$ cat config.mk
export PLATFORM = sky130hd
export DESIGN_NAME = gmps_queue
export DESIGN_NICKNAME = d
export VERILOG_FILES = /design/src/rtl/gmps_queue.sv
export SDC_FILE = /design/constraint.sdc
export NUM_CORES = 1
export LEC_CHECK = 0
export BUFFER_PORTS_ARGS = -buffer_cell sky130_fd_sc_hd__buf_2
export CAP_MARGIN = 20
export CORE_ASPECT_RATIO = 0.5
export CORE_MARGIN = 2
export CORE_UTILIZATION = 50
export CTS_CLUSTER_DIAMETER = 60
export DETAILED_ROUTE_END_ITERATION = 12
export PLACE_DENSITY_LB_ADDON = 0.2
export SLEW_MARGIN = 20
export SYNTH_ARGS = -nofsm -noshare
export SYNTH_HDL_FRONTEND = slang
export SYNTH_SLANG_ARGS = --single-unit
$ cat constraint.sdc
create_clock -name clk -period 5.05 [get_ports clk]
set_input_delay 1.01 -clock clk [delete_from_list [all_inputs] [get_ports clk]]
set_output_delay 1.01 -clock clk [all_outputs]
set_load 0.03 [all_outputs]
$ cat src/rtl/gmps_queue.sv
module gmps_queue #(
    parameter int WIDTH = 8,
    parameter int DEPTH = 4
) (
    input  logic                           clk,
    input  logic                           rst_n,
    input  logic                           push,
    output logic                           full,
    input  logic [WIDTH-1:0]               wdata,
    input  logic                           pop,
    output logic                           empty,
    output logic [WIDTH-1:0]               rdata,
    output logic [$clog2(DEPTH+1)-1:0]     count
);
    localparam int PTR_W = (DEPTH > 1) ? $clog2(DEPTH) : 1;
    localparam int CNT_W = $clog2(DEPTH + 1);

    logic [WIDTH-1:0] entries_reg [DEPTH];
    logic [PTR_W-1:0] wr_ptr_reg, wr_ptr_next;
    logic [PTR_W-1:0] rd_ptr_reg, rd_ptr_next;
    logic [CNT_W-1:0] count_reg, count_next;
    logic             push_en;
    logic             pop_en;

    assign full    = (count_reg == CNT_W'(DEPTH));
    assign empty   = (count_reg == '0);
    assign count   = count_reg;
    assign rdata   = entries_reg[rd_ptr_reg];
    assign push_en = push && !full;
    assign pop_en  = pop && !empty;

    // Advance pointers with wrap at the depth
    always_comb
    begin
        wr_ptr_next = wr_ptr_reg;
        rd_ptr_next = rd_ptr_reg;
        count_next  = count_reg;
        if (push_en)
        begin
            wr_ptr_next = (wr_ptr_reg == PTR_W'(DEPTH - 1)) ? '0 : wr_ptr_reg + 1'b1;
        end
        if (pop_en)
        begin
            rd_ptr_next = (rd_ptr_reg == PTR_W'(DEPTH - 1)) ? '0 : rd_ptr_reg + 1'b1;
        end
        if (push_en && !pop_en)
        begin
            count_next = count_reg + 1'b1;
        end
        else if (pop_en && !push_en)
        begin
            count_next = count_reg - 1'b1;
        end
    end

    always_ff @(posedge clk or negedge rst_n)
    begin
        if (!rst_n)
        begin
            wr_ptr_reg <= '0;
            rd_ptr_reg <= '0;
            count_reg  <= '0;
        end
        else
        begin
            wr_ptr_reg <= wr_ptr_next;
            rd_ptr_reg <= rd_ptr_next;
            count_reg  <= count_next;
        end
    end

    // Store the incoming request
    always_ff @(posedge clk)
    begin
        if (push_en)
        begin
            entries_reg[wr_ptr_reg] <= wdata;
        end
    end

endmodule

# Yosys cells after proc, flatten, opt, wreduce, memory -nomap -nowiden
# Memories as Yosys holds them, arrays and structs flattened.
# Index checks and enable logic that the tools add are counted.
# totals
regBits	7
mem_bits_rw	32
input_bits	12
output_inout_bits	13
elab_cells	27
memories	1
# memory_table
name	words	word_bits	rd	rd_clocked_by_memory_dff	write_ports	line_no	text
entries_reg	4	8	1	0	1	18	logic [WIDTH-1:0] entries_reg [DEPTH];
# classes
n_addsub	4
eq_ne	3
n_mux	6
n_reduce_logical	10
# ops
op	count
3-bit 2-to-1 mux	2
2-bit by 1-bit adder with 2-bit output (second input constant)	2
2-bit equality test (second input constant)	2
1-bit logical AND	4
1-bit zero test	4
2-bit 2-to-1 mux	2
3-bit by 1-bit adder with 3-bit output (second input constant)	1
3-bit equality test (second input constant)	1
3-bit zero test	1
3-bit by 1-bit subtractor with 3-bit output (second input constant)	1
1-bit 2-to-1 mux	2
2-bit nonzero test	1

# Longest topological paths before layout
# depth
word_depth	7
ltp_mapped	9
ltp_nobuf	8

# Worst setup path after synthesis
# Ideal clock, no wire load.
# synth_timing
path_kind	reg2reg
from	reg count_reg[0], in the netlist count[0]
to	reg count_reg[2], in the netlist count[2]
setup_ns	0.080
t_arrival_ns	2.614
required_ns	4.970
slack_ns	2.355
stages_incl_launch_ff	9
n_path_buf	0
period_less_slack_ns	2.695
path_cell_list	dfrtp_1 nor3_1 nand2b_4 ha_1 inv_1 fa_1 xor2_1 nor2_1 xor2_1
# synth_via
elab_chain_cells	6
word_cells_on_any_way	15
classes_between	2 x add/sub; 1 x eq/ne; 2 x mux; 10 x reduce/logical
# synth_lines
item	line_no	text
start, declared	21	logic [CNT_W-1:0] count_reg, count_next;
start signal, assigned	68	count_reg <= count_next;
3-bit zero test (*)	26	assign empty = (count_reg == '0);
via empty	11	output logic empty,
1-bit zero test (*)	30	assign pop_en = pop && !empty;
1-bit logical AND (*)	30	
1-bit zero test	46	if (push_en && !pop_en)
1-bit logical AND	46	
3-bit 2-to-1 mux or 2-bit nonzero test (tied branches)	n/a	
# The timed path passes the listed nets; every way through them passes the cells marked *. The select of a mux whose other input is x is not followed.
# A chain may end at the register's enable or synchronous reset.

# Final worst setup path
# layout_timing
from	reg rd_ptr_reg[0]
to	out rdata[4]
# layout_via
elab_chain_cells	1
# layout_lines
item	line_no	text
start, declared	20	logic [PTR_W-1:0] rd_ptr_reg, rd_ptr_next;
start signal, assigned	67	rd_ptr_reg <= rd_ptr_next;
memory 4 x 8 bit	n/a	
end, declared	12	output logic [WIDTH-1:0] rdata,
# Every way passes these cells.

==> impl_metrics.prom <==
# TYPE chip_impl_metric gauge
chip_impl_metric{name="async_reset_ff_share",unit="%"} 17.95
chip_impl_metric{name="clk_latency",unit="ns"} 0.28
chip_impl_info{name="synth.cells.most_frequent",value="sky130_fd_sc_hd__edfxtp_1 (32), sky130_fd_sc_hd__mux4_2 (8), sky130_fd_sc_hd__dfrtp_1 (7), sky130_fd_sc_hd__ha_1 (6), sky130_fd_sc_hd__and2_2 (4)"} 1
chip_impl_info{name="most_common_cell_in_the_synthesized_netlist",value="sky130_fd_sc_hd__edfxtp_1"} 1
chip_impl_metric{name="post_route_cells_drive_above_1_share",unit="%"} 46.73
chip_impl_info{name="tritoncts",value="built"} 1
chip_impl_metric{name="irDropWorstVdd",unit="mV"} 0.3006
chip_impl_metric{name="io-pin-count",unit=""} 25
chip_impl_metric{name="grt_start_max_net_pins",unit=""} 12
chip_impl_metric{name="wl_per_cell",unit="µm"} 17.05
chip_impl_metric{name="insertedDiodeCount",unit=""} 0
chip_impl_metric{name="die-height",unit="µm"} 44.26
chip_impl_metric{name="pwr_density_cell",unit="nW/µm²"} 622.8
chip_impl_metric{name="setup-tns-final",unit="ns"} 0
chip_impl_metric{name="hold_viol_final",unit=""} 0
chip_impl_metric{name="multi_input_comb_area",unit="µm²"} 452.9
chip_impl_metric{name="number_of_maximum_capacitance_constraint_violations",unit=""} 0
chip_impl_metric{name="grt_use_total",unit="%"} 15.05
chip_impl_metric{name="timing.final.setup_violations",unit=""} 0
chip_impl_metric{name="worstMarginPinSlew",unit="ns"} 0.5749
chip_impl_metric{name="cts.reportedPaths.clkPinSlew",unit="ns"} 0.07
chip_impl_metric{name="place.gp.congestion",unit=""} 0.6583
chip_impl_metric{name="max_freq",unit="GHz"} 0.3618
chip_impl_info{name="synth_top_area_cell",value="sky130_fd_sc_hd__edfxtp_1"} 1
chip_impl_metric{name="number_of_synthesized_flops_with_an_enable_pin",unit=""} 32
chip_impl_metric{name="final_net_count",unit=""} 126
chip_impl_metric{name="synthDistinctLibCells",unit=""} 19
chip_impl_metric{name="drtPass1Iterations",unit=""} 4
chip_impl_metric{name="tritoncts.num_buffers",unit=""} 5
chip_impl_metric{name="post-route-min-period",unit="ns"} 2.764
chip_impl_metric{name="hpwlAfterDp",unit="µm"} 1796
chip_impl_metric{name="number_of_antenna_violations_at_the_first_check_in_global_routing",unit=""} 0
chip_impl_metric{name="finalClockSkew",unit="ns"} 0.004607
chip_impl_info{name="cp_top_delay_family",value="flip-flops"} 1
chip_impl_metric{name="drt_wl_total",unit="µm"} 2507
chip_impl_metric{name="cts_setup_buffers",unit=""} 0
chip_impl_metric{name="slew_headroom",unit="%"} 61.68
chip_impl_metric{name="die_area",unit="µm²"} 3740
chip_impl_metric{name="cts-htree-levels",unit=""} 2
chip_impl_metric{name="place.port_buffers",unit=""} 24
chip_impl_metric{name="antenna_left",unit=""} 0
chip_impl_metric{name="fin_area",unit="µm²"} 1848
chip_impl_metric{name="post_synth.cell_area_avg",unit="µm²"} 20.51
chip_impl_metric{name="cts_hold_repair.buffers",unit=""} 0
chip_impl_info{name="holdCritPathClass",value="register to register"} 1
chip_impl_metric{name="drc",unit=""} 0
chip_impl_metric{name="fill_cell_count",unit=""} 244
chip_impl_metric{name="max_ffs_per_register",unit=""} 32
chip_impl_metric{name="synthesis.instances",unit=""} 79
chip_impl_info{name="cp_cell_sequence",value="mux4_2, buf_2"} 1
chip_impl_metric{name="timing.critical_path.buf_inv",unit=""} 1
chip_impl_metric{name="placementRows",unit=""} 14
chip_impl_metric{name="grt_first_pass_wirelength",unit="µm"} 3981
chip_impl_metric{name="total_leakage_power",unit="nW"} 0.7069
chip_impl_metric{name="core_area",unit="µm²"} 3048
chip_impl_metric{name="via_count_of_the_first_global_routing_pass",unit=""} 818
chip_impl_metric{name="timing.critical_path.slowest_cell_delay",unit="ns"} 0.71
chip_impl_info{name="timing.critical_path.to_type",value="output pin"} 1
chip_impl_metric{name="initial_core_util",unit="%"} 53.16
chip_impl_metric{name="yosysSeqAreaShare",unit="%"} 70.12
chip_impl_metric{name="clk_path_buf_depth",unit=""} 2
chip_impl_metric{name="synth-seq-cells",unit=""} 39
chip_impl_metric{name="post_synth_instance_area",unit="µm²"} 1620
chip_impl_metric{name="setup.reg_to_reg.worst_slack",unit="ns"} 2.99
chip_impl_metric{name="sequential_cell_area",unit="µm²"} 1136
chip_impl_metric{name="synth.top_cell.area_share",unit="%"} 59.31
chip_impl_info{name="crit_type",value="register to output pin"} 1
chip_impl_metric{name="arrival",unit="ns"} 1.75
chip_impl_metric{name="yosys_warnings",unit=""} 0
chip_impl_metric{name="drv_slew",unit=""} 0
chip_impl_info{name="critPathSlowestCell",value="sky130_fd_sc_hd__dfrtp_1"} 1
chip_impl_metric{name="required",unit="ns"} 4.04
chip_impl_info{name="netlist_top_cells_area",value="sky130_fd_sc_hd__edfxtp_1 (59%), sky130_fd_sc_hd__mux4_2 (11%), sky130_fd_sc_hd__dfrtp_1 (11%)"} 1
chip_impl_metric{name="cts-resized-gates",unit=""} 0
chip_impl_metric{name="route.detailed.vias_per_inst",unit=""} 5.231
chip_impl_metric{name="globalRouteOverflowTotal",unit=""} 0
chip_impl_info{name="clk_root_buffer_cell",value="sky130_fd_sc_hd__clkbuf_8"} 1
chip_impl_metric{name="placement.cell_area",unit="µm²"} 1770
chip_impl_info{name="startpoint_type_of_the_worst_setup_path",value="register"} 1
chip_impl_metric{name="layout_area_overhead",unit="%"} 14.05
chip_impl_metric{name="drt_iter0_drc",unit=""} 38
chip_impl_metric{name="syn-num-nets",unit=""} 98
chip_impl_metric{name="clock_sink_count",unit=""} 39
chip_impl_metric{name="timing.final.crit_share",unit="%"} 54.73
chip_impl_info{name="rsz_0062_raised_after_global_routing",value="false"} 1
chip_impl_metric{name="worstPathMaxFanout",unit=""} 11
chip_impl_info{name="yosys_most_used_dff",value="sky130_fd_sc_hd__edfxtp_1"} 1
chip_impl_metric{name="die_w",unit="µm"} 84.51
chip_impl_info{name="outcome",value="completed"} 1
chip_impl_metric{name="vias",unit=""} 769
==> cell usage in the layout, fill, tap and decap left out, drive strengths merged <==
| cell type | instances |
|---|---|
| edfxtp | 32 |
| buf | 24 |
| mux4 | 8 |
| dfrtp | 7 |
| ha | 6 |
| clkbuf | 5 |
| mux2 | 5 |
| and2 | 4 |
| inv | 3 |
| nor2 | 3 |
| xor2 | 2 |
| clkinv | 2 |
| nor3b | 1 |
| nor2b | 1 |
| nor3 | 1 |
| nand2b | 1 |
| xnor2 | 1 |
| fa | 1 |
==> layer usage <==
layer	track usage (%)	vias up	wire (µm)
met5	0	-	0
met4	4.762	0	20
met3	5.970	3	131
met2	25.98	21	1210
met1	18.01	391	1144
li1	-	354	-
==> area by class of cell <==
class / instances / area share (%)
clock buffers: 5 / 3.724
repair buffers: 24 / 6.500
flip-flops and latches: 39 / 61.48
clock inverters: 2 / 0.4739
multi-input cells: 34 / 24.51
inverters: 3 / 0.6093
well taps: 40 / 2.708
==> kinds of logic (layout without fill, tap and decap cells) <==
group	count (synthesis)	count (layout)	synth area share [%]
buf+inv	6	34	1.930
flops	39	39	70.12
xor+xnor	3	3	1.622
simple gates	11	11	5.405
fa+ha+maj	7	7	5.869
mux	13	13	15.06
==> power breakdown <==
group / internal [mW] / switching (mW) / leakage (nW)
clock network: 0.0918 / 0.0956 / 0.0414
logic: 0.197 / 0.250 / 0.290
registers: 0.436 / 0.0808 / 0.375
==> metrics by stage <==
stage	setup slack (ns)	total power, mW	hold WS (ns)	instances	util, %
global route	2.160	1.214	0.5552	147	60.63
global placement	2.551	0.9461	0.4958	140	58.09
finish	2.286	1.151	0.5282	147	60.63
detailed placement	2.501	0.9748	0.5109	140	58.09
floorplan	2.355	0.8602	0.5348	79	-
CTS	2.246	1.164	0.5292	147	60.63
==> worst paths after layout <==
kind,startpoint,end,depth (start not counted)
max,rd_ptr_reg[0],rdata[4],2
min,count[2],count[2],1
max reg2reg,count[2],count[2],8
min reg2reg,count[2],count[2],1
max in group asynchronous,rst_n,count[0],1
min in group asynchronous,rst_n,rd_ptr_reg[1],1
==> worst register-to-register path, stage by stage, from the launching register on <==
cell and delay (ns):
sky130_fd_sc_hd__dfrtp_1 0.42, sky130_fd_sc_hd__nor3b_4 0.17, sky130_fd_sc_hd__nor2b_2 0.29, sky130_fd_sc_hd__ha_1 0.25, sky130_fd_sc_hd__inv_1 0.06, sky130_fd_sc_hd__fa_1 0.37
sky130_fd_sc_hd__xor2_1 0.16, sky130_fd_sc_hd__nor2_1 0.11, sky130_fd_sc_hd__xor2_1 0.16
Power figures use the tool's default switching activity.
