`src/rtl/gmps_pkg.sv`:
```
package gmps_pkg;

    // Field widths fixed by the interface
    localparam int PROFIT_W  = 16;
    localparam int TOTAL_W   = 25;
    localparam int COUNT_W   = 9;
    localparam int CFG_IDX_W = 1;

    // Configuration register indexes
    typedef enum logic [CFG_IDX_W-1:0] {
        REG_ROW_COUNT    = 1'b0,
        REG_COLUMN_COUNT = 1'b1
    } cfg_reg_t;

    // Position class of one cell, set by the front part
    typedef struct packed {
        logic first_row;
        logic first_col;
        logic last_cell;
    } cell_flags_t;

endpackage

```
`src/rtl/gmps_front.sv`:
```
module gmps_front #(
    parameter int MAX_ROWS    = 256,
    parameter int MAX_COLUMNS = 256
) (
    input  logic                                          clk,
    input  logic                                          rst_n,
    input  logic                                          cfg_valid,
    output logic                                          cfg_ready,
    input  logic [gmps_pkg::CFG_IDX_W-1:0]                cfg_index,
    input  logic [gmps_pkg::COUNT_W-1:0]                  cfg_data,
    input  logic                                          accept,
    output logic [((MAX_COLUMNS > 1) ? $clog2(MAX_COLUMNS) : 1)-1:0] cell_col,
    output gmps_pkg::cell_flags_t                         cell_flags
);
    import gmps_pkg::*;

    localparam int ROW_W  = (MAX_ROWS > 1) ? $clog2(MAX_ROWS) : 1;
    localparam int COL_W  = (MAX_COLUMNS > 1) ? $clog2(MAX_COLUMNS) : 1;
    localparam int POS_W  = ((ROW_W > COL_W) ? ROW_W : COL_W) + 1;
    localparam int CMP_W  = (POS_W > COUNT_W) ? POS_W : COUNT_W;

    logic [COUNT_W-1:0] row_count_reg;
    logic [COUNT_W-1:0] column_count_reg;
    logic [ROW_W-1:0]   row_pos_reg, row_pos_next;
    logic [COL_W-1:0]   col_pos_reg, col_pos_next;
    logic [CMP_W-1:0]   rows_raw, cols_raw;
    logic [CMP_W-1:0]   rows_eff, cols_eff;
    logic               last_row, last_col;

    assign cfg_ready = 1'b1;

    // Clamp configured counts into 1..maximum
    always_comb
    begin
        rows_raw = CMP_W'(row_count_reg);
        cols_raw = CMP_W'(column_count_reg);
        priority if (rows_raw == '0)
            rows_eff = CMP_W'(1);
        else if (rows_raw > CMP_W'(MAX_ROWS))
            rows_eff = CMP_W'(MAX_ROWS);
        else
            rows_eff = rows_raw;
        priority if (cols_raw == '0)
            cols_eff = CMP_W'(1);
        else if (cols_raw > CMP_W'(MAX_COLUMNS))
            cols_eff = CMP_W'(MAX_COLUMNS);
        else
            cols_eff = cols_raw;
    end

    // Classify the current cell
    assign last_col = (CMP_W'(col_pos_reg) + 1'b1) >= cols_eff;
    assign last_row = (CMP_W'(row_pos_reg) + 1'b1) >= rows_eff;

    assign cell_col             = col_pos_reg;
    assign cell_flags.first_row = (row_pos_reg == '0);
    assign cell_flags.first_col = (col_pos_reg == '0);
    assign cell_flags.last_cell = last_col && last_row;

    // Step through the grid in row-major order
    always_comb
    begin
        col_pos_next = col_pos_reg;
        row_pos_next = row_pos_reg;
        if (accept)
        begin
            if (!last_col)
            begin
                col_pos_next = col_pos_reg + 1'b1;
            end
            else
            begin
                col_pos_next = '0;
                row_pos_next = last_row ? '0 : row_pos_reg + 1'b1;
            end
        end
    end

    always_ff @(posedge clk or negedge rst_n)
    begin
        if (!rst_n)
        begin
            row_count_reg    <= COUNT_W'(1);
            column_count_reg <= COUNT_W'(1);
            row_pos_reg      <= '0;
            col_pos_reg      <= '0;
        end
        else
        begin
            row_pos_reg <= row_pos_next;
            col_pos_reg <= col_pos_next;
            if (cfg_valid)
            begin
                unique case (cfg_reg_t'(cfg_index))
                    REG_ROW_COUNT:    row_count_reg    <= cfg_data;
                    REG_COLUMN_COUNT: column_count_reg <= cfg_data;
                endcase
            end
        end
    end

endmodule

```
`config.mk`:
```
export PLATFORM = sky130hd
export DESIGN_NAME = gmps_front
export DESIGN_NICKNAME = d
export VERILOG_FILES = /design/src/rtl/gmps_pkg.sv /design/src/rtl/gmps_front.sv
export SDC_FILE = /design/constraint.sdc
export NUM_CORES = 1
export LEC_CHECK = 0
export CAP_MARGIN = 10
export CORE_MARGIN = 2
export CORE_UTILIZATION = 60
export CTS_CLUSTER_SIZE = 28
export DETAILED_ROUTE_END_ITERATION = 10
export DONT_BUFFER_PORTS = 1
export PLACE_DENSITY = 0.86
export SYNTH_ARGS = -nofsm -noshare
export SYNTH_HDL_FRONTEND = slang
export SYNTH_SLANG_ARGS = --single-unit
```
`constraint.sdc`:
```
create_clock -name clk -period 3 [get_ports clk]
set_clock_uncertainty 0.1 [all_clocks]
set_input_delay 0.3 -clock clk [delete_from_list [all_inputs] [get_ports clk]]
set_output_delay 0.3 -clock clk [all_outputs]
set_load 0.005 [all_outputs]
```
# Word-level counts from Yosys, hierarchy flattened
# Index checks and enable logic that the tools add are counted.
# totals
inputBits	14
register_bits	34
out_inout_bits	12
# classes
reduce_logical	8
n_addsub	4
n_bitwise	1
n_lt_le_gt_ge	4
n_mux	6
# ops
op	count
two-way mux 9 bit	4
adder 8 x 1 -> 9 bit (second input constant)	2
greater-or-equal comparator 9 bit	2
> comparator 9 bit (second input constant)	2
logical NOT 9 bit	2
adder 8 x 1 -> 8 bit (second input constant)	2
logical NOT 8 bit	2
two-way mux 8 bit	2
AND reduction 2 bit	3
logical AND 1 bit	1
NOT 1 bit	1

# Logic depth before layout (Yosys ltp)
# Gate-level depths: netlist of run 1.
# depth
word_depth	5
mapped_depth	12
ltp_nobuf	12

# Worst setup path after synthesis of run 1
# Ideal clock, no wire load.
# synth_path
kind	register -> register
startpoint	register col_pos_reg[0], in the netlist cell_col[0]
endpoint	register row_pos_reg[4]
t_arrival_ps	2442
setup_time_ps	126
synth_period_minus_slack_ps	2668
path_stages_with_launch	12
n_path_buf	0
slack_ps	332
cell_sequence	dfrtp_1 ha_1 and3_1 and3_1 xor2_1 ha_1 and4_1 nand2_1 o22ai_2 nor2_4 nor2_4 a221o_1
# synth_between
elab_chain_cells	3
# synth_lines
element	line_no	rtl
start: declaration	gmps_front.sv:25	logic [COL_W-1:0] col_pos_reg, col_pos_next;
start signal: assignment	gmps_front.sv:91	col_pos_reg <= col_pos_next;
adder 8 x 1 -> 9 bit	gmps_front.sv:52	assign last_col = (CMP_W'(col_pos_reg) + 1'b1) >= cols_eff;
greater-or-equal comparator 9 bit	gmps_front.sv:52	
AND reduction 2 bit (no line)	n/a	
end signal: assignment	gmps_front.sv:90	row_pos_reg <= row_pos_next;
end: declaration	gmps_front.sv:24	logic [ROW_W-1:0] row_pos_reg, row_pos_next;
# No other way between the ends.
# A chain may end at the register's enable or synchronous reset.

==> results.sh, run 1 <==
export IMPL_drt_total_wl_mm=4.77
export IMPL_p_leak_nw=1.16
export IMPL_route_detailed_wl_per_inst_um=16.7
export IMPL_reg2reg_slack_ns=0.08
export IMPL_htreeDepth=2
export IMPL_cts_buffer_depth=2
export IMPL_numCtsBuffers=5
export IMPL_arrival_ns=2.54
export IMPL_async_flop_share=1.00
export IMPL_grt_use_met2=0.399
export IMPL_dp_cells=268
export IMPL_fin_tns_setup_ns=0
export IMPL_p_comb_frac=0.444
export IMPL_drt_pass1_iterations=4
export IMPL_stdcell_count=286
export IMPL_setup_slack_ns=0.0578
export IMPL_final_period_utilization=0.981
export IMPL_crit_chain="buf_6, and3_4, and3_4, nand3_2, xnor2_2, ha_1, and4_4, nand3_2, o211ai_4, and2_4"
export IMPL_crit_fanout=5
export IMPL_whs_ns=0.00237
export IMPL_period_minus_slack_ns=2.94
export IMPL_slew_headroom=0.491
export IMPL_synth_edff_count=0
export IMPL_groute_usage_overall=0.250
export IMPL_numPortBuffers=0
export IMPL_top_usage_layer="met2"
export IMPL_setup_worst_path_start="cell_col[0]"
export IMPL_seqPwrFrac=0.330
export IMPL_switching_share=0.387
export IMPL_yosys_area_top_type="dfrtp_1"
export IMPL_n_antenna_cell=0
export IMPL_yosys_top_cells_area="dfrtp_1 (36%), ha_1 (12%), mux2_2 (9.1%)"
export IMPL_cts_sinks=34
export IMPL_vias=1711
export IMPL_power_density_nw_per_um2=879
export IMPL_clock_fmax_mhz=340
export IMPL_maxCapViolations=0
export IMPL_synth_warnings=0
export IMPL_cp_end_kind="output pin"
export IMPL_final_area_sq_um=2570
export IMPL_min_path_type="in -> reg"
export IMPL_finalSetupViolCount=0
export IMPL_worst_skew_pair_late_latency_ns=0.30
export IMPL_critical_path_class="reg -> out"
export IMPL_grt_pass1_vias=1732
export IMPL_row_count=22
export IMPL_viasPerCell=5.98
export IMPL_overflow=0
export IMPL_critPathMaxStageDelay_ns=0.43
export IMPL_synthDistinctLibCells=47
export IMPL_reg2reg_depth=12
export IMPL_peakVddDrop_mv=0.385
export IMPL_synthFlopType="dfrtp_1"
export IMPL_switchingPower_mw=0.877
export IMPL_root_buffer="clkbuf_8"
export IMPL_worstMarginPinSlew_ns=0.762
export IMPL_synth_cells=225
export IMPL_cp_required_ns=2.60
export IMPL_grt_pass1_wl_mm=8.05
export IMPL_area_growth_pct=15.0
export IMPL_internal_power_mw=1.39
export IMPL_die_w_um=65.1
export IMPL_drv_slew=0
export IMPL_core_area_sq_um=3630
export IMPL_worstHoldStart="accept"
export IMPL_r2r_end="row_pos_reg[5]"
export IMPL_ant_nets=0
export IMPL_met3_usage=0.0764
export IMPL_yosysSeqAreaShare=0.381
export IMPL_seq_area_sq_um=856
export IMPL_clkSlewWorstSetupHoldPaths_ns=0.08
export IMPL_crit_path_start_kind="flip-flop"
export IMPL_nets=273
export IMPL_cts_tree="yes"
export IMPL_die_area_sq_um=4230
export IMPL_syn_avg_cell_area_sq_um=9.94
export IMPL_gp_congestion=0.811
export IMPL_outcome="complete, no violations"
export IMPL_drc_errors=0
export IMPL_grt_start_max_net_pins=35
export IMPL_hold_violations=0
export IMPL_final_common_cell="nand2_1"
export IMPL_antenna_found_initial=0
export IMPL_fillers=265
export IMPL_r2r_start="cell_col[0]"
export IMPL_dp_hpwl_mm=3.14
export IMPL_critical_path_slowest_cell="dfrtp_1"
export IMPL_die_height_um=65.1
export IMPL_final_layout_size_suffix_gt1_frac=0.269
export IMPL_drt_initial_drc_count=132
export IMPL_dpl_instance_area_sq_um=2250
export IMPL_clkPwrFrac=0.226
export IMPL_syn_cell_area_sq_um=2240
export IMPL_synth_seq_cells=34
export IMPL_cp_endpoint="cell_flags[0]"
export IMPL_grt_use_met1=0.322
export IMPL_start_util=0.616
export IMPL_pre_cts_slack_ns=0.155
export IMPL_multiInputGateArea_sq_um=1380
export IMPL_mostFrequentLayoutCells="nand2_1 (34), dfrtp_1 (30), ha_1 (19)"
export IMPL_syn_num_nets=261
export IMPL_ios=26
export IMPL_netlist_area_leader_share=0.358
==> worst min-delay path by stage <==
stage	cells after the start	slack, ns	endpoint
6_report	1	0.002	cell_col[1]
5_1_grt	1	0.01	cell_col[1]
4_1_cts	1	0.007	cell_col[1]
3_5_place_dp	0	-0.09	cell_col[2]
3_3_place_gp	0	-0.09	cell_col[2]
2_1_floorplan	0	-0.1	cell_col[0]
==> what timing repair did <==
item | 4_1_cts | 5_1_grt
pin swaps | 1 | 5
endpoints found under the hold margin | 35 | 0
hold buffers | 3 | 0
setup endpoints to repair | 1 | 11
buffers inserted | 2 | 5
gates resized for setup | 4 | 15
==> layout make-up <==
cell class              instances  share of cell area
well taps                      48              0.0233
multi-input cells             175               0.534
repair buffers                 12              0.0433
clock buffers                   5              0.0267
clock inverters                 3              0.0267
flip-flops and latches         34               0.333
inverters                       9              0.0131
==> per-layer routing <==
| layer | vias to the layer above | wire [um] |
|---|---|---|
| met5 | - | 0 |
| met4 | 0 | 85 |
| met3 | 13 | 355 |
| met2 | 68 | 2240 |
| met1 | 812 | 2090 |
| li1 | 818 | - |
==> worst max-delay path, delay by kind of cell, from the launching register on <==
| family | cells | cell delay, ns |
|---|---|---|
| AND/OR/NAND/NOR | 6 | 0.99 |
| flip-flops | 1 | 0.43 |
| buffers and inverters | 1 | 0.15 |
| adder cells (fa/ha/maj) | 1 | 0.32 |
| AO/OA/AOI/OAI | 1 | 0.18 |
| XOR/XNOR | 1 | 0.18 |
==> power groups by stage <==
stage                     combinational [mW]  clock [mW]  sequential (mW)
final                                   1.01       0.512            0.746
after floorplan                        0.708           0            0.683
after global routing                    1.12       0.536            0.766
after CTS                              0.923       0.514            0.720
after detailed placement               0.832           0            0.726
after global placement                 0.790           0            0.723
==> synth_stat cells, types with 2 or more instances <==
cell type	count
clkinv_1	2
nor2_4	2
xnor2_1	8
or2_1	2
dfrtp_1	32
nand2_1	34
o2bb2ai_1	2
nor2b_1	3
a21o_1	4
nor4_1	4
mux2_2	18
nor2_1	14
o21ai_0	6
ha_1	22
nor3_1	2
nand4_1	2
a221o_1	4
nand2b_1	4
and3_1	5
a21oi_1	6
dfstp_2	2
inv_1	7
xor2_1	4
nand3_1	8
buf_4	4
o21ai_1	2
a22o_2	2
==> cell families (layout without fill, tap and decap cells) <==
family | after synthesis | count (layout) | synth area share
multiplexers | 19 | 19 | 0.0951
other | 1 | 1 | 0.00168
AO/OA/AOI/OAI | 36 | 36 | 0.121
buffers and inverters | 16 | 29 | 0.0442
adder cells (fa/ha/maj) | 22 | 22 | 0.123
XOR/XNOR | 12 | 12 | 0.0470
AND/OR/NAND/NOR | 85 | 85 | 0.186
flip-flops | 34 | 34 | 0.381
==> through the flow <==
stage                     total power, mW   util
final                                2.26  0.708
after global routing                 2.42  0.708
after CTS                            2.16  0.679
after detailed placement             1.56  0.618
after global placement               1.51  0.618
after floorplan                      1.39      -
Power figures use the tool's default switching activity.
==> run 2, diff against run 1 <==
PLACE_DENSITY = 0.77   (was 0.86)
RECOVER_POWER = 25   (was unset)
REMOVE_ABC_BUFFERS = 1   (was unset)
==> results.sh, run 2 (synthesis gave the netlist of run 1 again) <==
export IMPL_final_layout_size_suffix_gt1_frac=0.252
export IMPL_final_period_utilization=0.969
export IMPL_grt_pass1_vias=1653
export IMPL_drv_slew=35
export IMPL_vias=1703
export IMPL_critical_path_class="reg -> out"
export IMPL_mostFrequentLayoutCells="nand2_1 (34), dfrtp_1 (30), ha_1 (20)"
export IMPL_clock_fmax_mhz=344
export IMPL_slew_headroom=-0.237
export IMPL_area_growth_pct=12.2
export IMPL_cts_buffer_depth=2
export IMPL_n_antenna_cell=0
export IMPL_root_buffer="clkbuf_8"
export IMPL_dpl_instance_area_sq_um=2250
export IMPL_final_common_cell="nand2_1"
export IMPL_grt_pass1_wl_mm=7.79
export IMPL_dp_cells=268
export IMPL_crit_path_start_kind="flip-flop"
export IMPL_final_area_sq_um=2510
export IMPL_maxCapViolations=1
export IMPL_core_area_sq_um=3630
export IMPL_drt_pass1_iterations=4
export IMPL_fin_tns_setup_ns=0
export IMPL_drc_errors=0
export IMPL_numPortBuffers=0
export IMPL_viasPerCell=6.04
export IMPL_cts_tree="yes"
export IMPL_antenna_found_initial=0
export IMPL_p_leak_nw=1.14
export IMPL_violations="max-capacitance violations, max-slew violations"
export IMPL_die_height_um=65.1
export IMPL_stdcell_count=282
export IMPL_ios=26
export IMPL_numCtsBuffers=5
export IMPL_drt_total_wl_mm=4.77
export IMPL_row_count=22
export IMPL_cp_required_ns=2.60
export IMPL_pre_cts_slack_ns=0.165
export IMPL_overflow=0
export IMPL_die_area_sq_um=4230
export IMPL_dp_hpwl_mm=3.12
export IMPL_outcome="complete, but fails checks"
export IMPL_arrival_ns=2.51
export IMPL_hold_violations=0
export IMPL_nets=269
export IMPL_cts_sinks=34
export IMPL_power_density_nw_per_um2=889
export IMPL_route_detailed_wl_per_inst_um=16.9
export IMPL_crit_fanout=5
export IMPL_finalSetupViolCount=0
export IMPL_drt_initial_drc_count=172
export IMPL_die_w_um=65.1
export IMPL_gp_congestion=0.812
export IMPL_clkSlewWorstSetupHoldPaths_ns=0.08
export IMPL_peakVddDrop_mv=0.515
export IMPL_start_util=0.616
export IMPL_grt_start_max_net_pins=35
export IMPL_groute_usage_overall=0.245
export IMPL_worstMarginPinSlew_ns=1.85
export IMPL_min_path_type="in -> reg"
export IMPL_period_minus_slack_ns=2.91
export IMPL_cp_end_kind="output pin"
export IMPL_ant_nets=0
export IMPL_htreeDepth=2
export IMPL_fillers=278
export IMPL_worst_skew_pair_late_latency_ns=0.29
export IMPL_setup_slack_ns=0.0937
-- run 2: routing by layer --
layer / share of wire / track usage / up-vias
li1: - / - / 811
met1: 0.45 / 0.318 / 825
met2: 0.48 / 0.392 / 58
met3: 0.054 / 0.0729 / 9
met4: 0.019 / 0.0833 / 0
met5: 0 / 0 / -
-- run 2: metrics by stage --
step / utilization / power [mW] / hold WS, ns
6_report: 0.691 / 2.23 / 0.0300
5_1_grt: 0.691 / 2.38 / 0.0267
4_1_cts: 0.675 / 2.14 / 0.00776
3_5_place_dp: 0.618 / 1.55 / -0.0948
3_3_place_gp: 0.618 / 1.53 / -0.0948
2_1_floorplan: - / 1.35 / -0.0956
-- run 2: worst paths after layout --
kind                            cells past startpoint   startpoint  slack, ns              to
worst max-delay path                                9  cell_col[1]       0.09   cell_flags[0]
worst min-delay path                                1       accept       0.03     cell_col[1]
worst max register to register                     12  cell_col[0]       0.14  row_pos_reg[5]
worst min register to register                      1  cols_raw[6]       0.44     cols_raw[6]
max in group asynchronous                           2        rst_n       0.61  row_pos_reg[2]
min in group asynchronous                           2        rst_n       0.97     cols_raw[5]
-- run 2: cell type report --
cell class	count	area, sq um	share of cell area
multi-input cells	175	1360	0.542
flip-flops and latches	34	856	0.341
repair buffers	8	61.3	0.0244
clock inverters	3	68.8	0.0274
clock buffers	5	68.8	0.0274
well taps	48	60.1	0.0239
inverters	9	33.8	0.0135
-- run 2: power by group --
group | internal (mW) | switching, mW | total (mW)
registers | 0.575 | 0.170 | 0.745
logic | 0.451 | 0.518 | 0.969
clock network | 0.333 | 0.184 | 0.517
total | 1.36 | 0.872 | 2.23
-- run 2: critical path, cell delays in order (launching register included) --
cell and delay (ns):
dfrtp_2 0.44, ha_2 0.21, and3_1 0.18, and3_4 0.20, and3_1 0.18, ha_1 0.30, and4_4 0.23, nand3_2 0.10
o211ai_4 0.19, and2_4 0.16
-- run 2: what timing repair did --
item	4_1_cts	5_1_grt
endpoints found under the setup margin	1	12
setup buffers	2	1
hold endpoints to repair	35	0
hold buffers	3	0
resized for setup	2	15
pin swaps	1	0
